==> config.mk <==
export PLATFORM = sky130hd
export DESIGN_NAME = atp_sqrt
export DESIGN_NICKNAME = d
export VERILOG_FILES = /design/src/rtl/atp_pkg.sv /design/src/rtl/atp_sqrt.sv
export SDC_FILE = /design/constraint.sdc
export NUM_CORES = 2
export LEC_CHECK = 0
export BUFFER_PORTS_ARGS = -buffer_cell sky130_fd_sc_hd__buf_2
export CORE_MARGIN = 2
export CORE_UTILIZATION = 40
export DETAILED_ROUTE_END_ITERATION = 10
export SETUP_SLACK_MARGIN = 0.4
export SYNTH_ARGS = -nofsm -noshare
export SYNTH_HDL_FRONTEND = slang
export SYNTH_SLANG_ARGS = --single-unit
==> constraint.sdc <==
create_clock -name clk -period 11.1 [get_ports clk]
set_input_delay 2.22 -clock clk [delete_from_list [all_inputs] [get_ports clk]]
set_output_delay 2.22 -clock clk [all_outputs]
set_load 0.02 [all_outputs]
==> src/rtl/atp_pkg.sv <==
// ----------------------------------------------------------------------------
// atp_pkg: shared types and constants for the accelerometer tilt block
// Holds the axis bundle, fixed-point widths and the CORDIC angle table.
// ----------------------------------------------------------------------------
package atp_pkg;

  // Width of a CORDIC operand in Q8 (covers the gain growth of the rotations).
  localparam int OpW = 28;
  // Width of the angle accumulator, centidegrees with 16 fraction bits.
  localparam int AccW = 34;
  // Number of entries in the angle table.
  localparam int TableLen = 24;
  // Width of the square-root result and of its radicand.
  localparam int RootW = 24;
  localparam int RadW = 48;

  localparam logic signed [AccW-1:0] HalfTurnQ16 = 34'sd1179648000;
  localparam logic signed [15:0] HalfTurn = 16'sd18000;
  localparam logic signed [15:0] QuarterTurn = 16'sd9000;

  // The three packed axes, Q2.14 g.
  typedef struct packed {
    logic signed [15:0] z;
    logic signed [15:0] y;
    logic signed [15:0] x;
  } axes_t;

  // atan(2^-idx) in centidegrees with 16 fraction bits, rounded to nearest.
  function automatic logic signed [AccW-1:0] atan_q16(input int idx);
    logic signed [AccW-1:0] v;
    begin
      case (idx)
        0: v = 34'sd294912000;
        1: v = 34'sd174096719;
        2: v = 34'sd91987925;
        3: v = 34'sd46694507;
        4: v = 34'sd23437865;
        5: v = 34'sd11730358;
        6: v = 34'sd5866610;
        7: v = 34'sd2933484;
        8: v = 34'sd1466764;
        9: v = 34'sd733385;
        10: v = 34'sd366693;
        11: v = 34'sd183346;
        12: v = 34'sd91673;
        13: v = 34'sd45837;
        14: v = 34'sd22918;
        15: v = 34'sd11459;
        16: v = 34'sd5730;
        17: v = 34'sd2865;
        18: v = 34'sd1432;
        19: v = 34'sd716;
        20: v = 34'sd358;
        21: v = 34'sd179;
        22: v = 34'sd90;
        23: v = 34'sd45;
        default: v = '0;
      endcase
      return v;
    end
  endfunction

endpackage

==> src/rtl/atp_sqrt.sv <==
// ----------------------------------------------------------------------------
// atp_sqrt: pipelined integer square root
// Digit-by-digit restoring root, one result bit per register stage. The axes
// travel alongside so they leave with their root.
// ----------------------------------------------------------------------------
module atp_sqrt (
  input  logic                         clk,
  input  logic                         rst,
  input  logic                         en,
  input  logic                         in_valid,
  input  logic [atp_pkg::RadW-1:0]     radicand,
  input  atp_pkg::axes_t               in_axes,
  output logic                         out_valid,
  output logic [atp_pkg::RootW-1:0]    root,
  output atp_pkg::axes_t               out_axes
);
  import atp_pkg::*;

  logic [RadW:0]    rem [0:RootW];
  logic [RootW-1:0] part [0:RootW];
  logic             vld [0:RootW];
  axes_t            axd [0:RootW];

  assign rem[0]  = {1'b0, radicand};
  assign part[0] = '0;
  assign vld[0]  = in_valid;
  assign axd[0]  = in_axes;

  for (genvar i = 0; i < RootW; i++) begin : g_stage
    localparam int B = RootW - 1 - i;
    logic [RadW:0] trial;
    logic          ge;

    // Trial term (2*q + 2^B) * 2^B against the running remainder.
    assign trial = ({{(RadW+1-RootW){1'b0}}, part[i]} << (B + 1))
                 + ({{RadW{1'b0}}, 1'b1} << (2 * B));
    assign ge = (rem[i] >= trial);

    always_ff @(posedge clk) begin
      if (rst) begin
        vld[i+1] <= 1'b0;
      end else if (en) begin
        vld[i+1] <= vld[i];
      end
    end

    always_ff @(posedge clk) begin
      if (en) begin
        rem[i+1]  <= ge ? (rem[i] - trial) : rem[i];
        part[i+1] <= ge ? (part[i] | ({{(RootW-1){1'b0}}, 1'b1} << B)) : part[i];
        axd[i+1]  <= axd[i];
      end
    end
  end

  assign out_valid = vld[RootW];
  assign root      = part[RootW];
  assign out_axes  = axd[RootW];

endmodule

==> metrics.md <==
| Metric | Value |
|---|---|
| Status | finished clean |
| Fillcell total | 22000 |
| Layout cells sized above 1 | 9.83% |
| Core area | 257000 sq um |
| Post-synth cell types | 84 |
| Total global routing overflow | 0 |
| Leakage | 42.1 nW |
| CTS buffer count | 297 |
| Fin area | between 100000 and 150000 sq um |
| # nets final | 7367 |
| Die Y | 512 microns |
| First-pass GRT wire length | 286 mm |
| Commonest non-fill, non-tap cell in the layout | edfxtp_1 |
| CTS max path bufs | 4 |
| Leading area contributor after synthesis | edfxtp_1 |
| Gr usage total | 13.5% |
| Number of synthesized flops with an enable pin | 2579 |
| RSZ-0062 raised after global routing | false |
| Class of the most critical setup path | reg2reg |
| Clock power share | between 30 and 40% |
| Hold Violations, Final | 0 |
| Synth area leaders | edfxtp_1 75%, ha_1 3.9%, xor2_1 2.2%, xnor2_1 1.9%, o21ai_0 1.4% |
| Core Util, Final | 45.8% |
| TritonCTS clock tree | yes |
| Post-synth top flop | edfxtp_1 |
| Pre-Repair DR Iteration Count | 5 |
| Number of global-route vias before repair | 54000 |
| P_int | about 19 mW |
| Vias | 52700 |
| Routability Congestion | 0.974 |
| Post-DP Area | about 110000 sq um |
| Max H-tree Level | 5 |
| DRT iter0 DRCs | 3465 |
| Clock Latency Late Sink | ~0.96 ns |
| Residual DRC | 0 |
| R2r worst-path depth | 10 |
| Part of the cycle the worst path needs | 42.5% |
| R2R Setup Slk | 6.38 ns |
| Die ar. | 263000 sq um |
| Synth Instances | 6570 |
| Power per cell area | 207 nW/um^2 |
| Largest net degree at the start of global routing | around 210 |
| Net Sw Frac | 23.8% |
| YS warnings | 0 |
| Root buf cell | clkbuf_16 |
| P&R area growth vs syn | 13.7% |
| Ys async rst share | 0% |
| Final Max Tran Viols | 0 |
| Clock skew | 0.119 ns |
| Antenna-violating nets left | 0 |
| IO buf count | 172 |
| Net Switching | 5.78 mW |
| Logic pwr share | about 11% |
| Post-Syn Area per Cell | 15.7 sq um |
| FF-to-FF End | rem[141] |
| Hold Path End | axd[526] |
| Worst slew margin | 19.3% |
| Post-synthesis sequential area ratio | 75.3% |
| Worst hold-check path type | reg2reg |
| Data arrival time of the worst path | 5.30 ns |
| Critical Path RT | approximately 12 ns |
| Initial antenna violation count | 3 |
| DR WL/cell | 16.9 microns |
| Setup ws final | 6.38 ns |
| Hold Crit Depth | 0 |
| Hold_buf cts | 0 |
| Max_cap viols | 0 |
| Mapped Area | 103000 sq um |
| Final setup vio count | 0 |
| Initial Utilization | 40.3% |
| Routed WL | 179 mm |
| CP max FO | 34 |
| Drt via density | 4.99 |
| Num ports | 173 |
| Clock sinks | 2603 |
| Commonest non-fill, non-tap cells in the layout | 2579 x edfxtp_1, 393 x inv_1, 369 x nand2_1 |
| Hold path start | axd[574] |
| Syn Nets | 6992 |
| CP endpoint kind | register |
| Nature of the critical path startpoint | register |
| Share of the synthesized area in the top cell type | 74.9% |
| FF+latch count, synth | ~2600 |
| Setup_tns | 0 ns |
| VDD IR-drop max | roughly 0.18 mV |
| Number of cell rows | ~190 |
| Total power | 24.3 mW |
| Reg-to-Reg Start | rem[177] |
| Die width | 512 microns |
| Tmin final | about 4.7 ns |
| Fmax achieved | 212 MHz |
| Sequential power share | 51.2% |
| Final HPWL DP | 122 mm |
| PostCTS Resize Cnt | 0 |
| Postcts setup bufs | 0 |
| Least-Margin Pin Slew | 1.21 ns |
| Clock transition at path regs | 0.06 ns |
| Pre-CTS WS | 6.02 ns |
[sequential cells by signal, indices dropped and copies added, names as in the netlist]
signal	cells
vld	23
part	276
out_valid	1
axd	1104
out_axes	48
root	24
rem	1127
[Yosys cell counts, types with 10 or more instances]
cell type  instances
o21ai_0          298
nor3_1           157
and2_1            18
nand4b_1          13
nor2_1           317
o211ai_1          23
a21boi_0          11
a211oi_1          33
o21bai_1          24
or3_1             61
nand4_1           77
xor2_1           263
o31ai_1           26
a21oi_1          256
o21a_1            67
and4_1            11
nand2b_1          69
buf_4             48
ha_1             322
or2_2             28
nor4b_1           25
nand2_1          369
nor4_1           198
a21o_1            81
clkbuf_1          80
a31oi_1           21
dfxtp_1           24
inv_1            393
nor2b_1           31
o41ai_1           10
mux2i_1           35
nand3_1           81
xnor2_1          229
edfxtp_1        2579
or4_1             51
mux2_2            27
and3_1            23
o2111ai_1         13
nand3b_1          22
[power groups by stage]
stage                     logic, mW  clock network, mW  registers [mW]
final                          2.65               9.21            12.4
after global routing           2.96               9.91            12.5
after CTS                      2.65               9.51            12.4
after detailed placement       2.64                  0            12.6
after global placement         2.58                  0            12.6
after floorplan                1.88                  0            12.4
[area by class of cell]
class	instances	area [sq um]	share of cell area [%]
diodes	2	5.00	0.00426
repair buffers	216	1320	1.12
well taps	3384	4230	3.60
flip-flops and latches	2603	77900	66.3
clock buffers	350	7760	6.60
multi-input cells	3432	23400	19.9
inverters	395	1480	1.26
clock inverters	163	1470	1.25
[worst max-delay path: stages, from the launching register on]
cell	delay [ns]
edfxtp_1	0.45
nor4_1	0.72
nand4_1	0.37
nor4_1	0.62
o311a_1	0.33
a21boi_2	0.38
buf_4	0.39
clkinv_1	0.45
o2111ai_1	0.39
nor3_1	0.12
xor2_1	0.17
[worst max-delay path by stage]
stage,start,to,slack (ns),depth (start not counted)
2_1_floorplan,rem[624],rem[568],7.60,9
3_3_place_gp,en,axd[236],6.11,3
3_5_place_dp,en,axd[236],6.02,3
4_1_cts,rem[177],rem[141],6.51,10
5_1_grt,rem[132],rem[92],6.21,10
6_report,rem[177],rem[141],6.38,10
[logic make-up (layout without fill, tap and decap cells)]
family,after synthesis,after routing,synth area share [%]
adders and majority gates,322,322,3.90
DFF,2603,2603,75.3
other,0,2,0
buffers and inverters,535,1124,2.13
muxes,66,66,0.691
and+or+nand+nor,1586,1586,7.97
AOI/OAI and AO/OA,966,966,5.81
xor gates and xnor gates,492,492,4.17
[through the flow]
step                      instances  hold slack [ns]
after global placement        10000            0.400
after CTS                     10500            0.366
after floorplan                6570            0.400
after detailed placement      10000            0.405
after global routing          10500            0.371
final                         10500            0.368
[metal layers]
layer | share of wire (%) | vias up | global-route usage [%] | wire length, microns
met1 | 37 | 25400 | 14.1 | 66800
met2 | 54 | 978 | 25.3 | 95700
li1 | - | 25800 | - | -
met3 | 3.9 | 461 | 2.78 | 7020
met5 | 0 | - | 0 | 0
met4 | 5.2 | 0 | 7.18 | 9200
No activity file was read; power rests on OpenSTA's default activity.
